## src/rtl/buddy_block_allocator_core_assert.svh

```systemverilog
// Assertion macros for the buddy block allocator core.
// Included by rtl modules that carry concurrent checks; no other dependencies.
`ifndef BUDDY_BLOCK_ALLOCATOR_CORE_ASSERT_SVH
`define BUDDY_BLOCK_ALLOCATOR_CORE_ASSERT_SVH
`ifndef SYNTHESIS
// Same-cycle implication, disabled while reset is low
`define BBA_ASSERT_IMP(lbl, clk, rst_n, ante, cons) \
  lbl: assert property (@(posedge clk) disable iff (!rst_n) (ante) |-> (cons)) \
    else $error("bba check failed");
// Next-cycle implication, disabled while reset is low
`define BBA_ASSERT_NXT(lbl, clk, rst_n, ante, cons) \
  lbl: assert property (@(posedge clk) disable iff (!rst_n) (ante) |=> (cons)) \
    else $error("bba check failed");
`else
`define BBA_ASSERT_IMP(lbl, clk, rst_n, ante, cons)
`define BBA_ASSERT_NXT(lbl, clk, rst_n, ante, cons)
`endif
`endif

```

## src/rtl/bba_ram.sv

```systemverilog
// Generic single-write, single-read RAM with registered read data.
// No dependencies; used for the free map and the allocation order table.
module bba_ram #(
  parameter int WIDTH = 8,
  parameter int DEPTH = 16
) (
  input  logic                     clk,
  input  logic                     we,
  input  logic [$clog2(DEPTH)-1:0] waddr,
  input  logic [WIDTH-1:0]         wdata,
  input  logic [$clog2(DEPTH)-1:0] raddr,
  output logic [WIDTH-1:0]         rdata
);

  logic [WIDTH-1:0] mem [DEPTH];
  logic [WIDTH-1:0] rdata_r;

  // Write port and registered read port
  always_ff @(posedge clk) begin
    if (we) begin
      mem[waddr] <= wdata;
    end
    rdata_r <= mem[raddr];
  end

  assign rdata = rdata_r;

endmodule
```

## config.mk

```make
export PLATFORM = sky130hd
export DESIGN_NAME = bba_ram
export DESIGN_NICKNAME = d
export VERILOG_FILES = /design/src/rtl/buddy_block_allocator_core_assert.svh /design/src/rtl/bba_ram.sv
export SDC_FILE = /design/constraint.sdc
export NUM_CORES = 1
export LEC_CHECK = 0
export ABC_AREA = 1
export BUFFER_PORTS_ARGS = -buffer_cell sky130_fd_sc_hd__buf_2
export CAP_MARGIN = 40
export CORE_MARGIN = 4
export CORE_UTILIZATION = 25
export CTS_CLUSTER_DIAMETER = 80
export DETAILED_ROUTE_END_ITERATION = 12
export HOLD_SLACK_MARGIN = 0.12
export PLACE_DENSITY_LB_ADDON = 0.12
export SYNTH_ARGS = -nofsm -noshare
export SYNTH_HDL_FRONTEND = slang
export SYNTH_SLANG_ARGS = --single-unit
export TNS_END_PERCENT = 100
```

## constraint.sdc

```tcl
create_clock -name clk -period 1.4 [get_ports clk]
set_input_delay 0.21 -clock clk [delete_from_list [all_inputs] [get_ports clk]]
set_output_delay 0.21 -clock clk [all_outputs]
set_load 0.01 [all_outputs]
```

## Word-level counts from Yosys, hierarchy flattened

Memory sizes are Yosys's and may differ from the RTL's. A register that Yosys moved wholly into a read port is not among the register bits.
Index checks and enable logic that the tools add are counted.

- Mux-type cells: 2

Operators with widths:

| cell | count |
|---|---|
| two-way mux 1 bit | 2 |

- Register bits after elaboration: 0
- RAM bits: 128
- Bits of input ports: 18
- Output and inout port bits: 8
- Logic and storage cells: 3
- Memories kept: 1

Memories:

| memory | depth | bits a word | rd ports | clocked after Yosys merged registers in | wr ports | line | RTL |
|---|---|---|---|---|---|---|---|
| mem | 16 | 8 | 1 | 1 | 1 | bba_ram.sv:15 | `logic [WIDTH-1:0] mem [DEPTH];` |

## Logic depth before layout (Yosys ltp)

- Word-level depth: 2
- Depth in mapped cells: 8
- Mapped depth without buffers: 7

## Least setup slack after synthesis

Ideal clock, no wire load.

- Path type: input to register
- Start point: input waddr[2]
- End point: memory mem[10][0] (enable)
- Setup time: 0.370 ns
- Arrival time: 0.791 ns
- Setup slack: 0.239 ns
- Cell stages on the path: 2
- Buffers on the path: 0
- Path through: nand3b_1 nor2_1

RTL lines:

| item | line | RTL |
|---|---|---|
| from (decl) | bba_ram.sv:9 | `input logic [$clog2(DEPTH)-1:0] waddr,` |
| to (decl) | bba_ram.sv:15 |  |

No word-level cell before the write port.

## Worst setup path in the final report

- Start point: register rdata_r[7], in the netlist rdata[7] (read register of mem)
- End point: output rdata[7]

RTL lines:

| item | line | RTL |
|---|---|---|
| from (decl) | bba_ram.sv:16 | `logic [WIDTH-1:0] rdata_r;` |
| to (decl) | bba_ram.sv:12 | `output logic [WIDTH-1:0] rdata` |

No word-level cell between the ends.

==> out/results.txt <==
Result of the run -> complete, no violations
Per-instance average area after synthesis -> 10.5 um^2
Final standard cell area without fillers -> 7020 um^2
Multi-input combinational cell area -> 1210 um^2
Clock sink total -> 136
Worst Setup End Kind -> output port
Final worst path period share -> 0.817
Total standard cell area after synthesis -> 5770 um^2
Die Width -> 160 um
Number of H-tree levels -> 4
Critical Setup Path Class -> flip-flop to output port
Hpwl dp -> 9.64 mm
Total Routing Usage GR -> 0.123
Worst-case hold path end point -> rdata[1]
Worst min-delay path startpoint -> raddr[2]
Iteration count of the initial detailed-routing pass -> 5
Seq/Total Area, Yosys -> 0.694
CP bufs+invs -> 1
Fraction of power consumed by sequential logic -> 0.455
Slowest stage delay, CP -> 370 ps
Clock tree from TritonCTS -> done
Post-Route Utilization -> 0.310
Number of nets in the layout -> 618
Inserted Clock Buffers -> 17
Worst Setup Start Kind -> flip-flop
List of cells traversed by the critical path -> buf_2
Root buffer cell -> sky130_fd_sc_hd__clkbuf_16
Full die area -> 25600 um^2
Post-Syn Instances -> 551
Transition at the pin with the smallest max-transition slack -> 448 ps
Worst r2r src -> mem[6][0]
Maximum clock path buffer count -> 2
Maximum number of pins on one net before global-route repair -> 59
Data required time at the worst endpoint -> 1190 ps
Worst-path clk slew -> 60 ps
Class of the worst hold path -> input port to flip-flop
Number of violations reported at the end of detailed-routing iteration 0 -> 264
Largest clock skew in the final design -> 3.68 ps
Max-Slew Margin vs Limit -> 0.701
Resize count post-CTS -> 0
PnR Total Power -> 10.1 mW
Yosys cell types -> 12
Wire length of the first global-routing pass -> 23.3 mm
Cell with the largest stage delay on the worst path -> sky130_fd_sc_hd__dfxtp_1
Number of instances on the worst hold path -> 4
Via density per instance -> 4.21
Setup_tns -> 0 ps
Fmax -> 0.874 GHz
Largest vdd supply drop -> 0.682 mV
Antenna Cells -> 0
Net switching power -> 2.12 mW
Count of final setup violators -> 0
FF-to-FF path depth -> 6
Time the final worst path needs with I/O delays and setup -> 1140 ps
Total power per unit cell area -> 1430 nW/um^2
Sequential cell area -> 4000 um^2
Aggregate routed wire length -> 15.1 mm
Via total after detailed routing -> 3778
Antenna Violating Nets Remaining -> 0
Non-Filler Instances -> 898
Number of buffer cells added on primary ports -> 25
Yosys warning count -> 0
Starting Density -> 0.255
Synth-to-Final Area Change -> 21.7%
Crit path max-delay family -> flip-flops
Share of cells above drive strength 1 -> 0.142
Routed wirelength normalized by instance count -> 16.9 um
Core Rows -> 55
Fillers -> 2328
Initial antenna violation count -> 0
Capture point of the worst reg-to-reg path -> rdata[0]
Hold-fix buffers, CTS -> 0
Placed standard-cell area -> 6370 um^2
FF+latch count, synth -> 136
Internal cell power -> 7.94 mW
Hold violation count in the final report -> 0
Proportion of power drawn by the clock network -> 0.483
Max-cap violation count -> 0
RSZ-0062 raised after global routing -> false
Number of design rule violations left after detail routing -> 0
Setup slack of the worst register-to-register path -> 310 ps
Logic gate share of total power -> 0.062
Biggest fanout along the worst timing path -> 1
Switching power share of the total -> 0.210
Y dimension of the die -> 160 um
Post-CTS setup repair buffer count -> 0
Pins over their slew limit -> 0
Placed instance count -> 866
Vias in the first global route -> 3786
Synthesized netlist net count -> 569
Routability congestion estimate from global placement -> 0.824
Overflow left after global routing -> 0
Number of ports placed on the die boundary -> 26
Arrival time of the worst setup path -> 930 ps
Floorplan Core Area -> 22600 um^2
Leakage -> 3.00 nW
Insertion delay to the later sink of the worst-skew pair -> 410 ps
==> routing by layer <==
metal,up-vias,share of wire,track usage
li1,1874,-,-
met1,1830,0.45,0.167
met2,72,0.49,0.198
met3,2,0.053,0.0305
met4,0,0.0038,0.0340
met5,-,0,0
==> how the worst max path moves through the flow <==
stage / from / end / cells past startpoint
after global routing: rdata[7] / rdata[7] / 1
after CTS: rdata[7] / rdata[7] / 1
after detailed placement: raddr[0] / rdata[0] / 7
after floorplan: waddr[2] / mem[10][0] / 2
after global placement: raddr[0] / rdata[0] / 7
final: rdata[7] / rdata[7] / 1
==> final cells by class <==
| cell class | count | share of cell area |
|---|---|---|
| flip-flops and latches | 136 | 0.570 |
| multi-input cells | 289 | 0.173 |
| clock buffers | 19 | 0.0631 |
| repair buffers | 54 | 0.0595 |
| inverters | 102 | 0.0545 |
| well taps | 285 | 0.0508 |
| clock inverters | 13 | 0.0287 |
==> layout by cell type, fill, tap and decap left out <==
| cell | n |
|---|---|
| sky130_fd_sc_hd__nor2_1 | 17 |
| sky130_fd_sc_hd__nand3b_1 | 2 |
| sky130_fd_sc_hd__buf_2 | 25 |
| sky130_fd_sc_hd__clkbuf_8 | 1 |
| sky130_fd_sc_hd__clkbuf_16 | 17 |
| sky130_fd_sc_hd__clkinv_4 | 1 |
| sky130_fd_sc_hd__buf_4 | 23 |
| sky130_fd_sc_hd__inv_1 | 100 |
| sky130_fd_sc_hd__bufinv_16 | 5 |
| sky130_fd_sc_hd__clkinv_2 | 4 |
| sky130_fd_sc_hd__dfxtp_1 | 8 |
| sky130_fd_sc_hd__edfxtp_1 | 128 |
| sky130_fd_sc_hd__nand3_1 | 97 |
| sky130_fd_sc_hd__inv_2 | 2 |
| sky130_fd_sc_hd__clkinvlp_4 | 3 |
| sky130_fd_sc_hd__buf_12 | 6 |
| sky130_fd_sc_hd__clkbuf_1 | 1 |
| sky130_fd_sc_hd__nand2_1 | 173 |
==> logic make-up after synthesis <==
group         Yosys count  share of synthesized area
simple gates          289                      0.210
flops                 136                      0.694
buf+inv               126                     0.0952
==> registers in the layout, summed over array words and instances, names as in the netlist <==
name and count:
mem 128, rdata 8
==> cell usage after synthesis <==
| cell type | n | area share |
|---|---|---|
| sky130_fd_sc_hd__dfxtp_1 | 8 | 0.028 |
| sky130_fd_sc_hd__nand2_1 | 173 | 0.11 |
| sky130_fd_sc_hd__nand3b_1 | 2 | 0.0026 |
| sky130_fd_sc_hd__nor2_1 | 17 | 0.011 |
| sky130_fd_sc_hd__edfxtp_1 | 128 | 0.67 |
| sky130_fd_sc_hd__inv_1 | 100 | 0.065 |
| sky130_fd_sc_hd__buf_6 | 6 | 0.012 |
| sky130_fd_sc_hd__nand3_1 | 97 | 0.084 |
| sky130_fd_sc_hd__buf_4 | 4 | 0.0052 |
| sky130_fd_sc_hd__buf_1 | 1 | 0.00065 |
| sky130_fd_sc_hd__buf_2 | 13 | 0.011 |
| sky130_fd_sc_hd__inv_2 | 2 | 0.0013 |
==> stage by stage <==
step                      worst slack (ps)  hold WS (ps)
after global routing                   206           223
final                                  256           224
after detailed placement              15.3           613
after global placement                30.3           610
after floorplan                        239           309
after CTS                              225           220
==> power groups by stage <==
stage | registers (mW) | clock network [mW] | logic [mW]
after detailed placement | 4.66 | 0 | 0.639
after floorplan | 4.67 | 0 | 0.321
after CTS | 4.58 | 4.96 | 0.641
after global routing | 4.58 | 5.17 | 0.700
after global placement | 4.67 | 0 | 0.639
final | 4.58 | 4.86 | 0.623
(Power assumes the default switching activity.)
